**config.mk**
```make
export PLATFORM = sky130hd
export DESIGN_NAME = base64_stream_encoder_core
export DESIGN_NICKNAME = d
export VERILOG_FILES = /design/src/hdl/b64e_pkg.sv /design/src/hdl/b64e_load.sv /design/src/hdl/b64e_emit.sv /design/src/hdl/base64_stream_encoder_core.sv
export SDC_FILE = /design/constraint.sdc
export NUM_CORES = 1
export LEC_CHECK = 0
export BUFFER_PORTS_ARGS = -buffer_cell sky130_fd_sc_hd__buf_2
export CAP_MARGIN = 20
export CORE_ASPECT_RATIO = 0.5
export CORE_MARGIN = 1
export CORE_UTILIZATION = 33
export DETAILED_ROUTE_END_ITERATION = 6
export GPL_ROUTABILITY_DRIVEN = 0
export PLACE_DENSITY = 0.62
export SETUP_SLACK_MARGIN = 0.2
export SYNTH_ARGS = -nofsm -noshare
export SYNTH_HDL_FRONTEND = slang
export SYNTH_SLANG_ARGS = --single-unit
```
**constraint.sdc**
```tcl
create_clock -name clock -period 3.1 [get_ports clock]
set_input_delay 0.155 -clock clock [delete_from_list [all_inputs] [get_ports clock]]
set_output_delay 0.155 -clock clock [all_outputs]
set_load 0.1 [all_outputs]
```
**src/hdl/b64e_pkg.sv**
```systemverilog
package b64e_pkg;

   localparam int unsigned CharWidth     = 8;
   localparam int unsigned CountWidth    = 16;
   localparam int unsigned MaxListChars  = 4;
   localparam logic [CharWidth-1:0]  PadChar       = 8'h3D;
   localparam logic [CountWidth-1:0] MaxCharsReset = 16'hFFFF;

   // Characters produced by one input byte, ready to be sent one per cycle while the receiver is ready.
   typedef struct packed {
      logic [MaxListChars-1:0][CharWidth-1:0] chars;
      logic [2:0]                             count;  // 1 to 4
      logic                                   last;
   } list_type;

   // Standard base64 alphabet.
   function automatic logic [CharWidth-1:0] b64_char(input logic [5:0] v);
      logic [CharWidth-1:0] r;
      if (v < 6'd26) begin
         r = 8'h41 + {2'b00, v};
      end else if (v < 6'd52) begin
         r = 8'h47 + {2'b00, v};
      end else if (v < 6'd62) begin
         r = {2'b00, v} - 8'd4;
      end else if (v == 6'd62) begin
         r = 8'h2B;
      end else begin
         r = 8'h2F;
      end
      return r;
   endfunction

endpackage

```
**src/hdl/b64e_load.sv**
```systemverilog
module b64e_load
   import b64e_pkg::*;
(
   input  logic           clock,
   input  logic           reset,
   input  logic           req_tvalid,
   output logic           req_tready,
   input  logic [7:0]     req_tdata,   // data_byte
   input  logic           req_tlast,   // last_byte
   output logic           item_valid,
   output list_type       item,
   input  logic           item_take
);

   logic       in_valid_ff, in_valid_in;
   logic [7:0] in_byte_ff;
   logic       in_last_ff;
   logic [3:0] lo_bits_ff, lo_bits_in;
   logic [2:0] lo_cnt_ff, lo_cnt_in;
   logic       req_xfer;
   logic       commit;

   assign commit     = in_valid_ff && item_take;
   assign req_tready = !in_valid_ff || item_take;
   assign req_xfer   = req_tvalid && req_tready;
   assign item_valid = in_valid_ff;

   always_comb begin
      in_valid_in = in_valid_ff;
      if (req_xfer) begin
         in_valid_in = 1'b1;
      end else if (commit) begin
         in_valid_in = 1'b0;
      end
   end

   // Split byte plus carried bits into characters; a last byte flushes
   // the remainder, zero filled, followed by padding.
   always_comb begin
      item.chars = {MaxListChars{PadChar}};
      item.last  = in_last_ff;
      item.count = 3'd1;
      lo_bits_in = 4'd0;
      lo_cnt_in  = 3'd0;
      case (lo_cnt_ff)
         3'd2: begin
            item.chars[0] = b64_char({lo_bits_ff[1:0], in_byte_ff[7:4]});
            if (in_last_ff) begin
               item.chars[1] = b64_char({in_byte_ff[3:0], 2'b00});
               item.count    = 3'd3;
            end else begin
               lo_bits_in = in_byte_ff[3:0];
               lo_cnt_in  = 3'd4;
            end
         end
         3'd4: begin
            item.chars[0] = b64_char({lo_bits_ff, in_byte_ff[7:6]});
            item.chars[1] = b64_char(in_byte_ff[5:0]);
            item.count    = 3'd2;
         end
         default: begin
            item.chars[0] = b64_char(in_byte_ff[7:2]);
            if (in_last_ff) begin
               item.chars[1] = b64_char({in_byte_ff[1:0], 4'b0000});
               item.count    = 3'd4;
            end else begin
               lo_bits_in = {2'b00, in_byte_ff[1:0]};
               lo_cnt_in  = 3'd2;
            end
         end
      endcase
   end

   always_ff @(posedge clock) begin
      if (reset) begin
         in_valid_ff <= 1'b0;
         lo_bits_ff  <= 4'd0;
         lo_cnt_ff   <= 3'd0;
      end else begin
         in_valid_ff <= in_valid_in;
         // leftover from a dropped byte is harmless: the last byte zeroes it
         if (commit) begin
            lo_bits_ff <= lo_bits_in;
            lo_cnt_ff  <= lo_cnt_in;
         end
      end
   end

   always_ff @(posedge clock) begin
      if (req_xfer) begin
         in_byte_ff <= req_tdata;
         in_last_ff <= req_tlast;
      end
   end

`ifndef SYNTHESIS
   a_lo_cnt_legal: assert property (@(posedge clock) disable iff (reset)
      lo_cnt_ff == 3'd0 || lo_cnt_ff == 3'd2 || lo_cnt_ff == 3'd4)
      else $error("leftover count out of range");
   a_last_clears: assert property (@(posedge clock) disable iff (reset)
      commit && in_last_ff |=> lo_cnt_ff == 3'd0)
      else $error("leftover not cleared at end of message");
   a_hold_full: assert property (@(posedge clock) disable iff (reset)
      in_valid_ff && !item_take |=> in_valid_ff && $stable(in_byte_ff))
      else $error("held input byte lost");
`endif

endmodule

```
**src/hdl/b64e_emit.sv**
```systemverilog
module b64e_emit
   import b64e_pkg::*;
#(
   parameter logic [CountWidth-1:0] MAX_CHARS_RESET = MaxCharsReset
)
(
   input  logic                  clock,
   input  logic                  reset,
   input  logic                  csr_we,
   input  logic [CountWidth-1:0] csr_wdata,
   input  logic                  item_valid,
   input  list_type              item,
   output logic                  item_take,
   output logic                  rsp_tvalid,
   input  logic                  rsp_tready,
   output logic [CharWidth-1:0]  rsp_tdata,
   output logic                  rsp_tlast,
   output logic                  rsp_tuser
);

   logic [CountWidth-1:0] max_chars_ff;
   logic                  list_valid_ff, list_valid_in;
   list_type              list_ff;
   logic [1:0]            idx_ff, idx_in;
   logic [CountWidth-1:0] emitted_ff, emitted_in;
   logic                  stopped_ff, stopped_in;
   logic                  out_valid_ff, out_valid_in;
   logic [CharWidth-1:0]  out_char_ff;
   logic                  out_last_ff, out_trunc_ff;

   logic [CountWidth-1:0] limit, emitted_inc;
   logic                  out_free, drop, emit, final_idx, final_nat, cut, done;

   assign limit       = (max_chars_ff == '0) ? CountWidth'(1) : max_chars_ff;
   assign emitted_inc = emitted_ff + CountWidth'(1);
   assign out_free    = !out_valid_ff || rsp_tready;
   assign drop        = list_valid_ff && stopped_ff;
   assign emit        = list_valid_ff && !stopped_ff && out_free;
   assign final_idx   = ({1'b0, idx_ff} + 3'd1) == list_ff.count;
   assign final_nat   = list_ff.last && final_idx;
   assign cut         = (emitted_inc >= limit) && !final_nat;
   assign done        = drop || (emit && (cut || final_idx));
   assign item_take   = !list_valid_ff || done;

   always_comb begin
      list_valid_in = list_valid_ff;
      idx_in        = idx_ff;
      emitted_in    = emitted_ff;
      stopped_in    = stopped_ff;
      out_valid_in  = out_valid_ff && !rsp_tready;
      if (emit) begin
         out_valid_in = 1'b1;
         idx_in       = idx_ff + 2'd1;
         emitted_in   = emitted_inc;
         if (final_nat || (cut && list_ff.last)) begin
            emitted_in = '0;
         end else if (cut) begin
            stopped_in = 1'b1;
         end
      end
      if (drop && list_ff.last) begin
         stopped_in = 1'b0;
         emitted_in = '0;
      end
      if (item_take) begin
         list_valid_in = item_valid;
         idx_in        = 2'd0;
      end
   end

   always_ff @(posedge clock) begin
      if (reset) begin
         max_chars_ff  <= MAX_CHARS_RESET;
         list_valid_ff <= 1'b0;
         idx_ff        <= 2'd0;
         emitted_ff    <= '0;
         stopped_ff    <= 1'b0;
         out_valid_ff  <= 1'b0;
      end else begin
         if (csr_we) begin
            max_chars_ff <= csr_wdata;
         end
         list_valid_ff <= list_valid_in;
         idx_ff        <= idx_in;
         emitted_ff    <= emitted_in;
         stopped_ff    <= stopped_in;
         out_valid_ff  <= out_valid_in;
      end
   end

   always_ff @(posedge clock) begin
      if (item_take) begin
         list_ff <= item;
      end
      if (emit) begin
         out_char_ff  <= list_ff.chars[idx_ff];
         out_last_ff  <= final_nat || cut;
         out_trunc_ff <= cut;
      end
   end

   assign rsp_tvalid = out_valid_ff;
   assign rsp_tdata  = out_char_ff;
   assign rsp_tlast  = out_last_ff;
   assign rsp_tuser  = out_trunc_ff;

`ifndef SYNTHESIS
   a_trunc_is_last: assert property (@(posedge clock) disable iff (reset)
      out_valid_ff && out_trunc_ff |-> out_last_ff)
      else $error("truncated character not marked last");
   a_stopped_count: assert property (@(posedge clock) disable iff (reset)
      stopped_ff |-> emitted_ff != '0)
      else $error("stopped with empty character count");
   a_idx_range: assert property (@(posedge clock) disable iff (reset)
      list_valid_ff |-> {1'b0, idx_ff} < list_ff.count)
      else $error("character index past list end");
   a_cut_stops: assert property (@(posedge clock) disable iff (reset)
      emit && cut && !list_ff.last |=> stopped_ff)
      else $error("message not stopped after cut");
`endif

endmodule

```
**src/hdl/base64_stream_encoder_core.sv**
```systemverilog
// Streaming base64 encoder (standard alphabet, '=' padding). Each input
// transfer carries one byte, with tlast on the final byte of a message; each
// output transfer carries one ASCII character, with tlast on the message's
// final character and tuser set when that character was cut off by the
// character limit (csr_wdata, 0 acts as 1, reset 65535). A byte yields one or
// two characters, and the last byte up to four including padding; the output
// register sends one character per cycle while the receiver is ready, and a
// byte dropped after a cut yields no characters. The first character of a byte
// passes through the input byte register, the list register and the output
// register before it is valid on the output. Write the limit only while no
// message is in flight.
module base64_stream_encoder_core
   import b64e_pkg::*;
#(
   parameter logic [CountWidth-1:0] MAX_CHARS_RESET = MaxCharsReset
)
(
   input  logic                  clock,
   input  logic                  reset,
   input  logic                  csr_we,
   input  logic [CountWidth-1:0] csr_wdata,   // max_chars
   input  logic                  req_tvalid,
   output logic                  req_tready,
   input  logic [7:0]            req_tdata,   // [7:0] data_byte
   input  logic                  req_tlast,   // last_byte
   output logic                  rsp_tvalid,
   input  logic                  rsp_tready,
   output logic [CharWidth-1:0]  rsp_tdata,   // [7:0] out_char
   output logic                  rsp_tlast,   // out_last
   output logic                  rsp_tuser    // [0] truncated
);

   logic     item_valid;
   list_type item;
   logic     item_take;

   b64e_load u_load (
      .clock      (clock),
      .reset      (reset),
      .req_tvalid (req_tvalid),
      .req_tready (req_tready),
      .req_tdata  (req_tdata),
      .req_tlast  (req_tlast),
      .item_valid (item_valid),
      .item       (item),
      .item_take  (item_take)
   );

   b64e_emit #(
      .MAX_CHARS_RESET (MAX_CHARS_RESET)
   ) u_emit (
      .clock      (clock),
      .reset      (reset),
      .csr_we     (csr_we),
      .csr_wdata  (csr_wdata),
      .item_valid (item_valid),
      .item       (item),
      .item_take  (item_take),
      .rsp_tvalid (rsp_tvalid),
      .rsp_tready (rsp_tready),
      .rsp_tdata  (rsp_tdata),
      .rsp_tlast  (rsp_tlast),
      .rsp_tuser  (rsp_tuser)
   );

endmodule

```
# Yosys cells after proc, flatten, opt, wreduce, memory -nomap -nowiden
# Cells that the tools add are included.
[totals]
reg_bits = 84
in_bits = 30
out_inout_bits = 12
elab_cells = 136
[classes]
add_sub_neg = 21
magnitude_cmp = 20
eq_ne = 7
n_mux = 40
bitwise_logic = 1
reduce_logical = 29
[ops]
columns = ["cell", "count"]
rows = [
  ["8-bit two-way mux", 21],
  ["7-bit by 6-bit adder with 8-bit output (first input constant)", 12],
  ["6-bit < comparator (second input constant)", 12],
  ["6-bit by 3-bit subtractor with 7-bit output (second input constant)", 6],
  ["19-bit case mux with 2 select lines", 1],
  ["6-bit by 5-bit < comparator with 1-bit output (second input constant)", 6],
  ["16-bit two-way mux", 2],
  ["6-bit equality test (second input constant)", 4],
  ["3-bit two-way mux", 6],
  ["16-bit by 1-bit adder with 16-bit output (second input constant)", 1],
  ["8-bit binary-select mux with 2-bit select", 1],
  ["16-bit >= comparator", 1],
  ["16-bit zero test", 1],
  ["1-bit logical AND", 11],
  ["4-bit case mux with 2 select lines", 1],
  ["1-bit logical OR", 7],
  ["1-bit zero test", 6],
  ["2-bit two-way mux", 3],
  ["3-bit case mux with 2 select lines", 1],
  ["4-bit two-way mux", 1],
  ["2-bit OR reduction", 2],
  ["2-bit by 1-bit adder with 3-bit output (second input constant)", 1],
  ["3-bit by 2-bit equality test with 1-bit output (second input constant)", 1],
  ["3-bit equality test", 1],
  ["7 further kinds", 9],
]

# Logic depth before layout (Yosys ltp)
[logic_depth]
ltp_word = 12
ltp_mapped = 13
mapped_depth_nobuf = 12

# Cells and area by module
# From an unflattened synthesis, not the netlist that was laid out.
[hier_totals]
cells_unflattened = 684
area_unflattened_um2 = 6449.9
[modules_own_cells]
columns = ["mod", "n_inst", "cells_per_inst", "area_each_um2", "seq_area_each_um2"]
rows = [
  ["b64e_emit", 1, 306, 3729.8, 2122.0],
  ["b64e_load", 1, 378, 2720.1, 410.4],
]

# Worst setup path after synthesis
# No wires, ideal clock.
[synth_path]
path_type = "register to register"
from = "register u_emit.emitted_ff[2]"
to = "register u_emit.list_ff[0] in the netlist's numbering, enable pin"
setup_time_ps = 394
t_arrival_ps = 2719
setup_slack_ps = -13
path_stages_with_launch = 13
path_buffers = 1
period_less_slack_ps = 3113
cell_sequence = "dfxtp_1 > buf_2 > nand3_2 > nor4_4 > nand4_1 > xnor2_1 > ha_1 > nand4_2 > nor2_1 > nor4_1 > nand3_1 > o21ai_1 > nand2_1"
[synth_via]
elab_chain_cells = 7
[synth_rtl]
columns = ["element", "line_no", "text"]
rows = [
  ["start, declared", "b64e_emit.sv:25", "logic [CountWidth-1:0] emitted_ff, emitted_in;"],
  ["start signal, assigned", "b64e_emit.sv:85", "emitted_ff <= emitted_in;"],
  ["16-bit by 1-bit adder with 16-bit output", "b64e_emit.sv:35", "assign emitted_inc = emitted_ff + CountWidth'(1);"],
  ["16-bit >= comparator", "b64e_emit.sv:41", "assign cut = (emitted_inc >= limit) && !final_nat;"],
  ["1-bit logical AND", "b64e_emit.sv:41", ""],
  ["1-bit logical OR", "b64e_emit.sv:42", "assign done = drop || (emit && (cut || final_idx));"],
  ["1-bit logical AND", "b64e_emit.sv:42", ""],
  ["1-bit logical OR", "b64e_emit.sv:42", ""],
  ["1-bit logical OR", "b64e_emit.sv:43", "assign item_take = !list_valid_ff || done;"],
  ["net item_take", "base64_stream_encoder_core.sv:35", "logic item_take;"],
  ["end signal, assigned", "b64e_emit.sv:93", "list_ff <= item;"],
  ["end, declared", "b64e_emit.sv:23", "list_type list_ff;"],
]
# The timed path passes the listed nets, and every way through them passes these cells.
# A chain may end at the register's enable or synchronous reset.

# Worst setup path in the final report
[layout_path]
from = "register u_emit.emitted_ff[3]"
to = "output port req_tready"
[layout_via]
elab_chain_cells = 8
[layout_rtl]
columns = ["element", "line_no", "text"]
rows = [
  ["16-bit by 1-bit adder with 16-bit output", "b64e_emit.sv:35", ""],
  ["16-bit >= comparator", "b64e_emit.sv:41", ""],
  ["1-bit logical AND", "b64e_emit.sv:41", ""],
  ["1-bit logical OR", "b64e_emit.sv:42", ""],
  ["1-bit logical AND", "b64e_emit.sv:42", ""],
  ["1-bit logical OR", "b64e_emit.sv:42", ""],
  ["1-bit logical OR", "b64e_emit.sv:43", ""],
  ["1-bit logical OR", "b64e_load.sv:24", "assign req_tready = !in_valid_ff || item_take;"],
  ["end, declared", "base64_stream_encoder_core.sv:23", "output logic req_tready,"],
]
# Every way passes these cells.

==> results.json <==
{
  "worst_slew_pin_slew_ns": 0.946,
  "p_sw_uw": 955,
  "wl_per_cell_um": 15.5,
  "slowest_stage": "dfxtp_2",
  "die_height_um": 95.3,
  "cp_max_fo": 4,
  "cp-start-kind": "flip-flop",
  "slew_violations": 0,
  "drc": 0,
  "p_seq_share_pct": 42.5,
  "syn_inst": 658,
  "cpPeakStageDelay_ns": 0.36,
  "synth_async_sr_flop_share_pct": 0,
  "p_int_uw": 2080,
  "cts_buffer_depth": 2,
  "yosys_warnings": 0,
  "timing.rr.start": "u_emit.emitted_ff[3]",
  "dieWidth_um": 189,
  "violations": "setup timing",
  "synth_edf_count": 39,
  "yosys.area.top_type": "edfxtp_1",
  "netlist_top_cells_area": "edfxtp_1 20%, dfxtp_1 15%, ha_1 8.7%, nand2_1 4.8%, a21oi_1 3.1%",
  "drive_above_1_share_pct": 20.8,
  "grt_usage_pct": 17.3,
  "syn_avg_cell_area_sq_um": 8.73,
  "ant_nets": 0,
  "finClkSkew_ns": 0.0119,
  "vias_per_cell": 5.35,
  "htree_num_levels": 3,
  "p_leak_uw": 0.00300,
  "clk-insertion-delay-late_ns": 0.35,
  "fin_nets": 797,
  "status": "finished, violations left",
  "hp-start": "csr_wdata[8]",
  "min_to": "u_emit.max_chars_ff[8]",
  "r2r-end": "u_load.in_byte_ff[6]",
  "start_util_pct": 34.4,
  "fin_ws_ns": -0.0653,
  "cp.required_ns": 2.94,
  "syn-cell-area_sq_um": 5740,
  "swShare_pct": 31.4,
  "maxCapViolCount": 0,
  "tritoncts": "built",
  "final_hold_viol_count": 0,
  "synth_cell_type_count": 75,
  "endpoint_kind": "output pin",
  "power.density_nw_per_um2": 430,
  "antenna_cells": 0,
  "grt_pass1_wl_mm": 24.6,
  "first_pass_iters": 5,
  "num_rows": 33,
  "grt_max_degree": 32,
  "utilization_pct": 42.4,
  "drtIter0Drc": 433,
  "dp_hpwl_mm": 10.7,
  "routed_wirelength_mm": 14.9,
  "worst-path-buf-inv": 3,
  "ios": 42,
  "clockPowerShare_pct": 36.3,
  "cts.root.buffer_cell": "clkbuf_16",
  "worstPathArrival_ns": 3.01,
  "critPathKind": "flip-flop to output pin",
  "layout_min_cycle_time_ns": 3.17,
  "power.share.combinational_pct": 21.3,
  "dieArea_sq_um": 18000,
  "dpl_worst_slack_ns": -0.0864,
  "whs_path_depth": 3,
  "ys.flop_type": "dfxtp_1",
  "core_area_sq_um": 16700,
  "vdd_ir_drop_max_uv": 282,
  "cpLargestDelayFamily": "simple AND/OR/NAND/NOR gates",
  "rsz0062_at_grt": "yes",
  "regToRegSetupSlack_ns": -0.06,
  "fmax_ghz": 0.316,
  "yosys.area.top_type_share_pct": 20.4,
  "finalSetupViolations": 23,
  "via_count": 5132,
  "clock-sinks": 83,
  "yosys_register_bits": 83,
  "path_clk_slew_ns": 0.07,
  "synth_fp_nets": 728,
  "antenna_found_initial": 0,
  "gr-total-overflow": 0,
  "cts_inserted_buffers": 9,
  "max-slew-margin-rel_pct": 36.7,
  "syn_to_final_growth_pct": 23.2,
  "fillCellCount": 1640,
  "crit_chain": "nand3_4, nor4_4, buf_4, nand4_1, xnor2_2, ha_4, o21ai_1, nor2_1, nor4_2, buf_4, nand3_4, o21ai_4, nand2_4, buf_12",
  "hold_class": "input port to flip-flop",
  "ff2ff_path_depth": 15,
  "port_buffers": 41,
  "finalCritPeriodShare_pct": 102,
  "synth_seq_area_share_pct": 35.7,
  "grt_pass1_vias": 4890
}
## cell families after synthesis
group | Yosys count | share of synthesized area, %
buffers and inverters | 84 | 6.23
AND/OR/NAND/NOR | 227 | 19.7
flip-flops | 83 | 35.7
multiplexers | 19 | 3.36
adder cells (fa/ha/maj) | 40 | 8.72
XOR/XNOR | 25 | 3.81
AO/OA/AOI/OAI | 180 | 22.4
## per-stage QoR
stage / area [sq um] / cells / setup TNS (ns) / hold WS [ns] / power [uW]
2_1_floorplan: 5780 / 658 / 0 / 0.224 / 1750
3_3_place_gp: 6380 / 920 / -0.437 / 0.333 / 1910
3_5_place_dp: 6380 / 920 / -2.36 / 0.333 / 1910
4_1_cts: 6950 / 955 / -0.371 / 0.0110 / 3040
5_1_grt: 7070 / 959 / -8.02 / 0.0313 / 3180
6_report: 7070 / 959 / -0.940 / 0.0189 / 3040
## registers in the layout, indices dropped and copies added, names as in the netlist, 2 cells and up
signal	cells
u_emit.emitted_ff	16
u_load.in_byte_ff	8
u_emit.list_ff	20
u_load.lo_cnt_ff	2
u_emit.max_chars_ff	16
u_emit.idx_ff	2
u_load.lo_bits_ff	4
u_emit.rsp_tdata	8
## placed cells by master, fill, tap and decap left out, types with 7 or more instances in the layout
| master | instances |
|---|---|
| and3_1 | 7 |
| a32o_1 | 11 |
| dlygate4sd3_1 | 9 |
| nand3_1 | 26 |
| xor2_1 | 9 |
| nor3_1 | 17 |
| o21ai_0 | 22 |
| buf_4 | 47 |
| a21oi_1 | 35 |
| clkbuf_16 | 11 |
| ha_1 | 39 |
| nor2_1 | 43 |
| buf_2 | 40 |
| dfxtp_1 | 37 |
| nor2b_1 | 13 |
| a31oi_1 | 7 |
| nand2_1 | 68 |
| a221oi_1 | 7 |
| dfxtp_2 | 7 |
| a21o_1 | 10 |
| edfxtp_1 | 39 |
| o211ai_1 | 18 |
| inv_1 | 38 |
| o21ai_1 | 8 |
| mux2i_1 | 17 |
| nand2b_1 | 7 |
| nor4_1 | 8 |
| xnor2_1 | 14 |
## per-layer routing
| layer | vias up | wire [um] | track usage [%] |
|---|---|---|---|
| li1 | 2571 | - | - |
| met1 | 2390 | 6920 | 22.2 |
| met2 | 155 | 6930 | 29.8 |
| met3 | 16 | 780 | 3.05 |
| met4 | 0 | 214 | 5.65 |
| met5 | - | 0 | 0 |
## worst reg2reg max path: cells and delay by family, from the launching register on
family | cells | cell delay, ns
AO/OA/AOI/OAI | 3 | 0.36
XOR/XNOR | 1 | 0.20
adder cells (fa/ha/maj) | 1 | 0.29
buffers and inverters | 4 | 0.65
flip-flops | 1 | 0.36
AND/OR/NAND/NOR | 6 | 1.00
## cell type report
class	instances	area (sq um)	area share (%)
Inverter	39	146	2.07
Clock inverter	6	51.3	0.725
Multi-Input combinational cell	491	3520	49.7
Tap cell	227	284	4.02
Timing Repair Buffer	103	762	10.8
Sequential cell	83	2060	29.1
Clock buffer	10	250	3.54
## cell usage after synthesis, types with 3 or more instances
cell type and instances:
a21oi_2 5, o21ai_0 23, ha_1 40, nor3_1 17, nor2b_1 13, a211o_1 6
nor3b_1 3, clkbuf_1 22, or3_1 4, mux2i_1 17, o221ai_1 3, a32o_1 11
buf_2 16, o22ai_1 4, nand2_1 73, a221oi_1 7, xor2_1 9, inv_1 39
a31oi_1 7, edfxtp_1 39, a21o_1 10, a21oi_1 36, nand2b_1 7, nand4_1 5
o21ai_1 8, o211ai_1 18, nand3_1 28, buf_1 3, o31ai_1 6, o311ai_1 4
and3_1 8, nor4_1 9, nand3b_1 3, dfxtp_1 44, nor2_1 43, a211oi_1 6
xnor2_1 16
## power groups by stage
stage | clock network, uW | logic (uW) | registers (uW)
floorplan | 0 | 366 | 1380
global placement | 0 | 598 | 1310
detailed placement | 0 | 601 | 1310
CTS | 1120 | 628 | 1290
global route | 1170 | 708 | 1300
finish | 1100 | 646 | 1290
## worst max path at each step
| stage | from | end | slack [ns] | cells past startpoint |
|---|---|---|---|---|
| final | u_emit.emitted_ff[3] | req_tready | -0.07 | 14 |
| after global routing | u_emit.emitted_ff[3] | u_load.in_byte_ff[7] | -0.24 | 15 |
| after CTS | u_emit.emitted_ff[3] | u_load.in_byte_ff[5] | -0.04 | 15 |
| after detailed placement | u_emit.emitted_ff[7] | u_emit.list_ff[13] | -0.09 | 11 |
| after global placement | u_emit.emitted_ff[7] | u_emit.list_ff[5] | -0.02 | 11 |
| after floorplan | u_emit.emitted_ff[5] | u_emit.list_ff[0] | 0.22 | 12 |
## timing repair
action                                  in CTS  in global routing
cloned                                       0                  1
resized for setup                           25                 13
endpoints found under the setup margin      59                 59
hold endpoints to repair                     9                  0
setup buffers                               10                  3
pin swaps                                    9                  9
hold buffers                                 9                  0
No activity file was read; power rests on OpenSTA's default activity.
